<file path="src/design/mlpq_pkg.sv">
// Shared types and constants for the multi-level priority queue.
package mlpq_pkg;

	localparam int LEVELS_DEF          = 4;
	localparam int DEPTH_PER_LEVEL_DEF = 16;

	localparam logic OP_PUSH = 1'b0;
	localparam logic OP_POP  = 1'b1;

	typedef enum logic [1:0] {
		ST_OK    = 2'd0,
		ST_EMPTY = 2'd1,
		ST_FULL  = 2'd2
	} status_t;

	typedef struct packed {
		logic    push_ok;
		logic    pop_ok;
		status_t status;
	} mlpq_dec_t;

endpackage

</file>
<file path="src/design/multi_level_priority_queue.sv">
// Multi-level priority queue: one FIFO of signed 32-bit values per level.
// Input channel in_valid/in_ready carries a request: op (push or pop), value
// and priority_req. Output channel out_valid/out_ready returns one result per
// request: popped_value, served_level and status (ok, empty or full).
// A push appends value to its level; a pop takes the oldest entry of the
// most urgent non-empty level, level 0 being the most urgent.
// A request is taken into the input register and then moves into the output
// register, where its result is held. Throughput: one request per cycle while
// the receiver keeps out_ready high; the level encoder and the single-port entry
// store each serve one request per cycle.
// If the receiver stalls, the result holds and one more request is still
// taken into the input register; after that in_ready drops until out_ready.
// Reset empties every level at once; no clearing pass runs and the first
// request may follow reset directly.
module multi_level_priority_queue #(
	parameter int LEVELS          = mlpq_pkg::LEVELS_DEF,
	parameter int DEPTH_PER_LEVEL = mlpq_pkg::DEPTH_PER_LEVEL_DEF
) (
	input  logic               clk,
	input  logic               arst_n,
	input  logic               in_valid,
	output logic               in_ready,
	input  logic               op,
	input  logic signed [31:0] value,
	input  logic        [1:0]  priority_req,
	output logic               out_valid,
	input  logic               out_ready,
	output logic signed [31:0] popped_value,
	output logic        [1:0]  served_level,
	output logic        [1:0]  status
);
	import mlpq_pkg::*;

	localparam int LVL_W   = $clog2(LEVELS);
	localparam int ENTRIES = LEVELS * DEPTH_PER_LEVEL;
	localparam int ADDR_W  = $clog2(ENTRIES);

	logic               valid_s1;
	logic               op_s1;
	logic signed [31:0] value_s1;
	logic        [1:0]  prio_s1;

	logic               valid_s2;
	logic               pop_ok_s2;
	status_t            status_s2;
	logic        [1:0]  level_s2;
	logic signed [31:0] rdata_s2;

	logic               advance;
	mlpq_dec_t          dec;
	logic [ADDR_W-1:0]  addr;
	logic [LVL_W-1:0]   pop_level;

	logic signed [31:0] mem [ENTRIES];

	assign advance  = valid_s1 && (!valid_s2 || out_ready);
	assign in_ready = !valid_s1 || advance;

	mlpq_ctrl #(
		.LEVELS          (LEVELS),
		.DEPTH_PER_LEVEL (DEPTH_PER_LEVEL)
	) u_ctrl (
		.clk          (clk),
		.arst_n       (arst_n),
		.op           (op_s1),
		.priority_req (prio_s1),
		.advance      (advance),
		.dec          (dec),
		.addr         (addr),
		.pop_level    (pop_level)
	);

	// hold the request
	always_ff @(posedge clk or negedge arst_n) begin
		if (!arst_n) begin
			valid_s1 <= 1'b0;
		end else if (in_ready) begin
			valid_s1 <= in_valid;
		end
	end

	always_ff @(posedge clk) begin
		if (in_valid && in_ready) begin
			op_s1    <= op;
			value_s1 <= value;
			prio_s1  <= priority_req;
		end
	end

	// advance into the result register
	always_ff @(posedge clk or negedge arst_n) begin
		if (!arst_n) begin
			valid_s2 <= 1'b0;
		end else if (advance) begin
			valid_s2 <= 1'b1;
		end else if (out_ready) begin
			valid_s2 <= 1'b0;
		end
	end

	always_ff @(posedge clk) begin
		if (advance) begin
			pop_ok_s2 <= dec.pop_ok;
			status_s2 <= dec.status;
			level_s2  <= dec.pop_ok ? 2'(pop_level) : 2'b00;
		end
	end

	always_ff @(posedge clk) begin
		if (advance && dec.push_ok) begin
			mem[addr] <= value_s1;
		end
		if (advance && dec.pop_ok) begin
			rdata_s2 <= mem[addr];
		end
	end

	assign out_valid    = valid_s2;
	assign popped_value = pop_ok_s2 ? rdata_s2 : 32'sd0;
	assign served_level = level_s2;
	assign status       = status_s2;

endmodule

</file>
<file path="src/design/mlpq_ctrl.sv">
// Level bookkeeping: counts, read and write slots, and the urgency encoder.
module mlpq_ctrl #(
	parameter int LEVELS          = mlpq_pkg::LEVELS_DEF,
	parameter int DEPTH_PER_LEVEL = mlpq_pkg::DEPTH_PER_LEVEL_DEF,
	localparam int LVL_W  = $clog2(LEVELS),
	localparam int ADDR_W = $clog2(LEVELS * DEPTH_PER_LEVEL)
) (
	input  logic                  clk,
	input  logic                  arst_n,
	input  logic                  op,
	input  logic [1:0]            priority_req,
	input  logic                  advance,
	output mlpq_pkg::mlpq_dec_t   dec,
	output logic [ADDR_W-1:0]     addr,
	output logic [LVL_W-1:0]      pop_level
);
	import mlpq_pkg::*;

	localparam int SLOT_W = $clog2(DEPTH_PER_LEVEL);
	localparam int CNT_W  = $clog2(DEPTH_PER_LEVEL + 1);
	localparam logic [CNT_W-1:0]  CNT_FULL  = CNT_W'(DEPTH_PER_LEVEL);
	localparam logic [SLOT_W-1:0] SLOT_LAST = SLOT_W'(DEPTH_PER_LEVEL - 1);
	localparam logic [ADDR_W-1:0] DEPTH_A   = ADDR_W'(DEPTH_PER_LEVEL);

	logic [CNT_W-1:0]  cnt_q  [LEVELS];
	logic [SLOT_W-1:0] head_q [LEVELS];
	logic [SLOT_W-1:0] tail_q [LEVELS];

	logic              found;
	logic [LVL_W-1:0]  pop_idx;
	logic [LVL_W-1:0]  push_idx;
	logic              lvl_in;
	logic              full;
	logic [LVL_W-1:0]  sel_idx;
	logic [SLOT_W-1:0] sel_slot;
	logic [SLOT_W-1:0] head_nxt;
	logic [SLOT_W-1:0] tail_nxt;

	always_comb begin
		found   = 1'b0;
		pop_idx = '0;
		for (int i = LEVELS - 1; i >= 0; i--) begin
			if (cnt_q[i] != '0) begin
				found   = 1'b1;
				pop_idx = LVL_W'(i);
			end
		end
	end

	assign push_idx = LVL_W'(priority_req);
	assign lvl_in   = 32'(priority_req) < 32'(LEVELS);
	assign full     = cnt_q[push_idx] == CNT_FULL;

	always_comb begin
		dec.push_ok = (op == OP_PUSH) && lvl_in && !full;
		dec.pop_ok  = (op == OP_POP) && found;
		if (op == OP_PUSH) begin
			dec.status = dec.push_ok ? ST_OK : ST_FULL;
		end else begin
			dec.status = found ? ST_OK : ST_EMPTY;
		end
	end

	assign sel_idx   = (op == OP_PUSH) ? push_idx : pop_idx;
	assign sel_slot  = (op == OP_PUSH) ? tail_q[push_idx] : head_q[pop_idx];
	assign addr      = ADDR_W'(sel_idx) * DEPTH_A + ADDR_W'(sel_slot);
	assign pop_level = pop_idx;

	assign head_nxt = (head_q[pop_idx] == SLOT_LAST) ? '0 : head_q[pop_idx] + 1'b1;
	assign tail_nxt = (tail_q[push_idx] == SLOT_LAST) ? '0 : tail_q[push_idx] + 1'b1;

	always_ff @(posedge clk or negedge arst_n) begin
		if (!arst_n) begin
			for (int i = 0; i < LEVELS; i++) begin
				cnt_q[i]  <= '0;
				head_q[i] <= '0;
				tail_q[i] <= '0;
			end
		end else if (advance) begin
			if (dec.push_ok) begin
				tail_q[push_idx] <= tail_nxt;
				cnt_q[push_idx]  <= cnt_q[push_idx] + 1'b1;
			end
			if (dec.pop_ok) begin
				head_q[pop_idx] <= head_nxt;
				cnt_q[pop_idx]  <= cnt_q[pop_idx] - 1'b1;
			end
		end
	end

endmodule
</file>
<file path="config.mk">
export PLATFORM = sky130hd
export DESIGN_NAME = multi_level_priority_queue
export DESIGN_NICKNAME = d
export VERILOG_FILES = /design/src/design/mlpq_pkg.sv /design/src/design/multi_level_priority_queue.sv /design/src/design/mlpq_ctrl.sv
export SDC_FILE = /design/constraint.sdc
export NUM_CORES = 2
export LEC_CHECK = 0
export BUFFER_PORTS_ARGS = -buffer_cell sky130_fd_sc_hd__buf_2
export CAP_MARGIN = 30
export CORE_MARGIN = 2
export CORE_UTILIZATION = 40
export CTS_BUF_LIST = sky130_fd_sc_hd__clkbuf_16
export DETAILED_ROUTE_END_ITERATION = 8
export PLACE_DENSITY = 0.64
export SKIP_LAST_GASP = 1
export SLEW_MARGIN = 40
export SYNTH_ARGS = -nofsm -noshare
export SYNTH_HDL_FRONTEND = slang
export SYNTH_HIERARCHICAL = 1
export SYNTH_SLANG_ARGS = --single-unit
</file>
<file path="constraint.sdc">
create_clock -name clk -period 5.5 [get_ports clk]
set_input_delay 0.275 -clock clk [delete_from_list [all_inputs] [get_ports clk]]
set_output_delay 0.275 -clock clk [all_outputs]
set_load 0.01 [all_outputs]
</file>
==> results.yml <==
critical_path:
  reg2reg_slack_ns: 0.30
  worstReg2RegEnd: "rdata_s2[4]"
  reg2reg_from: "u_ctrl/cnt_q[2]"
  startpoint_type: "register"
  worst_setup_path_end_kind: "register"
  rr_worst_depth: 12
  worstPathArrival_ns: 5.75
  worst-setup-path-type: "reg2reg"
  cp_max_fo: 46
  cp.required_ns: 6.06
floorplanning:
  die_area_sq_mm: 0.212
  rows: 167
  die_w_microns: 461
  die_h_microns: 461
  core-area_sq_mm: 0.207
  pin_count: 77
  start_util_pct: 40.2
cts:
  cts.path.max_buffers: 3
  postCtsSetupRepairBufs: 0
  cts-htree-levels: 4
  cts_tree: "yes"
  worstSkewPairLatency_ns: 0.86
  cts_sinks: 2174
  clock-root-buffer: "clkbuf_16"
  clkTransAtPathRegs_ns: 0.06
  cts_buffers: 207
timing:
  fin_crit_sh_pct: 94.5
  skew_ns: 0.0389
  slew_viol_final: 0
  worst_pin_slew_ns: 0.907
  finalSetupViolCount: 0
  grt_setup_unrepaired: "false"
  finalHoldViolations: 0
  max_freq_ghz: 0.192
  hold_slack_ns: 0.135
  min_period_ns: 5.20
  slew_headroom_pct: 39.5
layout:
  area_growth_syn_to_layout_pct: 16.5
  ff_latch_area_sq_mm: 0.0650
  fillers: 17500
  utilization_pct: 46.9
  layout-drive-gt1-share_pct: 18.3
  multi_input_area_sq_mm: 0.0172
  layout.nets: 5193
drt:
  ant_nets: 0
  drt-wirelength-per-cell_microns: 32.0
  drt_iter0_markers: 7701
  dr.pass1.iters: 6
  finalWirelength_mm: 260
  vias: 50500
  viasPerCell: 6.22
  post-route-drc-count: 0
worst_hold_path:
  hold_path_depth: 2
  hold_path_class: "in2reg"
  min-delay-start: "value[11]"
  hold_end: "value_s1[11]"
global_routing:
  grt_util_all_layers_pct: 24.2
  antenna_found_initial: 13
  overflow: 0
  grt_pass1_vias: 49100
  grt_pass1_wl_mm: 367
  grt_max_degree: 72
synth:
  ys_warn_count: 6
  ys_types: 82
  yosys.area_share.simple_pct: 3.70
  synth_top_area_share_pct: 76.3
  yosys.area.top_type: "edfxtp_1"
  synthTopCellsByArea: "edfxtp_1 76%, a22oi_1 3.2%, a221oi_1 3.0%"
  synth_compound_area_share_pct: 11.7
  syn_area_per_cell_sq_um: 17.4
  synth-xor-area-share_pct: 0.0840
  syn-cell-area_sq_mm: 0.0834
  ys.flop_type: "edfxtp_1"
  synth.area.mux_share_pct: 4.28
  synth_edf_count: 2120
  async_flop_share_pct: 2.48
  syn_nets: 4842
  yosysMostFrequentCell: "edfxtp_1"
  synthAdderAreaFrac_pct: 0.0750
  synthCells: 4798
  seq_area_frac_synth_pct: 78.0
  synth_top_family_by_area: "compound AO/OA/AOI/OAI gates"
  synth-seq-cells: 2174
  synth_common_cells: "2120 x edfxtp_1, 350 x a22oi_1, 288 x a221oi_1, 244 x nor2_1, 172 x mux2i_1"
placement:
  port_buffers: 76
  dpl.hpwl_mm: 157
  finalWeightedCongestion: 0.876
power_and_ir_drop:
  leakage_nw: 30.7
  power_density_mw_per_mm2: 464
  p_total_mw: 45.1
  worst_ir_drop_vdd_mv: 0.366
run_status:
  status: "complete, no violations"
job:
  cap_violations: 0
sequential cells by signal, summed over array words and instances (netlist names):
name,cells
u_ctrl/cnt_q,20
prio_s1,2
status,2
op_s1,1
mem,2048
served_level,2
u_ctrl/tail_q,16
value_s1,32
valid_s1,1
u_ctrl/head_q,16
out_valid,1
pop_ok_s2,1
rdata_s2,32
timing repair:
action / CTS / global route
hold buffers: 39 / 1
endpoints found under the setup margin: 0 / 1
resized for setup: 0 / 1
hold endpoints to repair: 91 / 17
how the worst max path moves through the flow:
stage                                 from  cells after the start           end  slack, ns
after CTS                  u_ctrl/cnt_q[2]                     12  rdata_s2[18]       0.19
after floorplan           u_ctrl/cnt_q[15]                     14    mem[13][0]       0.48
after global routing       u_ctrl/cnt_q[2]                     12   rdata_s2[4]       0.08
after global placement     u_ctrl/cnt_q[2]                     12  rdata_s2[18]      -0.10
after detailed placement   u_ctrl/cnt_q[2]                     12  rdata_s2[18]       0.18
final                      u_ctrl/cnt_q[2]                     12   rdata_s2[4]       0.30
cells by family after synthesis:
kind of cell / Yosys count
mux: 288
compound gates: 1323
xor+xnor: 8
simple gates: 640
flops: 2174
fa+ha+maj: 5
buf+inv: 360
critical path, stage by stage, from the launching register on:
cell and delay (ns):
dfrtp_1 0.42, or4_1 0.59, nor2_1 0.38, o22ai_1 0.16, a221oi_2 0.41, mux2_8 0.49
buf_4 0.26, buf_4 0.61, mux2_2 0.41, a221oi_1 0.23, a21oi_1 0.09, o21ai_1 0.57
nand4_1 0.17
report_power, final:
part           switching [mW]  internal [mW]
registers               0.254           18.7
clock network            6.16           7.78
logic                    8.05           4.20
total                    14.5           30.6
through the flow:
stage | cell area (sq um) | setup TNS [ns] | worst slack, ns | cells
6_report | 97200 | 0 | 0.304 | 8114
4_1_cts | 97100 | 0 | 0.192 | 8108
3_5_place_dp | 90200 | 0 | 0.176 | 7686
5_1_grt | 97200 | 0 | 0.0845 | 8112
3_3_place_gp | 90000 | -0.104 | -0.104 | 7680
2_1_floorplan | 83400 | 0 | 0.483 | 4798
placed cells by master (no fill, tap or decap), types with 67 or more instances in the layout:
cell	n
buf_12	94
mux2i_1	171
a21oi_1	130
o22ai_1	125
o21ai_0	119
nor2_1	177
buf_2	76
clkbuf_16	209
nor2_4	67
edfxtp_1	2120
a22oi_1	350
buf_4	267
a221oi_1	288
nand2_1	102
per-layer routing:
metal | up-vias | part of all wire, % | GRT usage (%)
li1 | 20600 | - | -
met5 | - | 0.010 | 0
met4 | 4 | 4.5 | 9.86
met2 | 3387 | 45 | 37.1
met3 | 547 | 12 | 5.67
met1 | 25900 | 38 | 33.3
final cells by class:
type	count	area share, %
sequential	2174	66.9
multi-input combinational	2264	17.7
clock buffer	209	5.38
timing repair buffer	484	4.96
tap	2788	3.59
clock inverter	174	1.40
inverter	18	0.0747
antenna	3	0.00772
(Power assumes the default switching activity.)
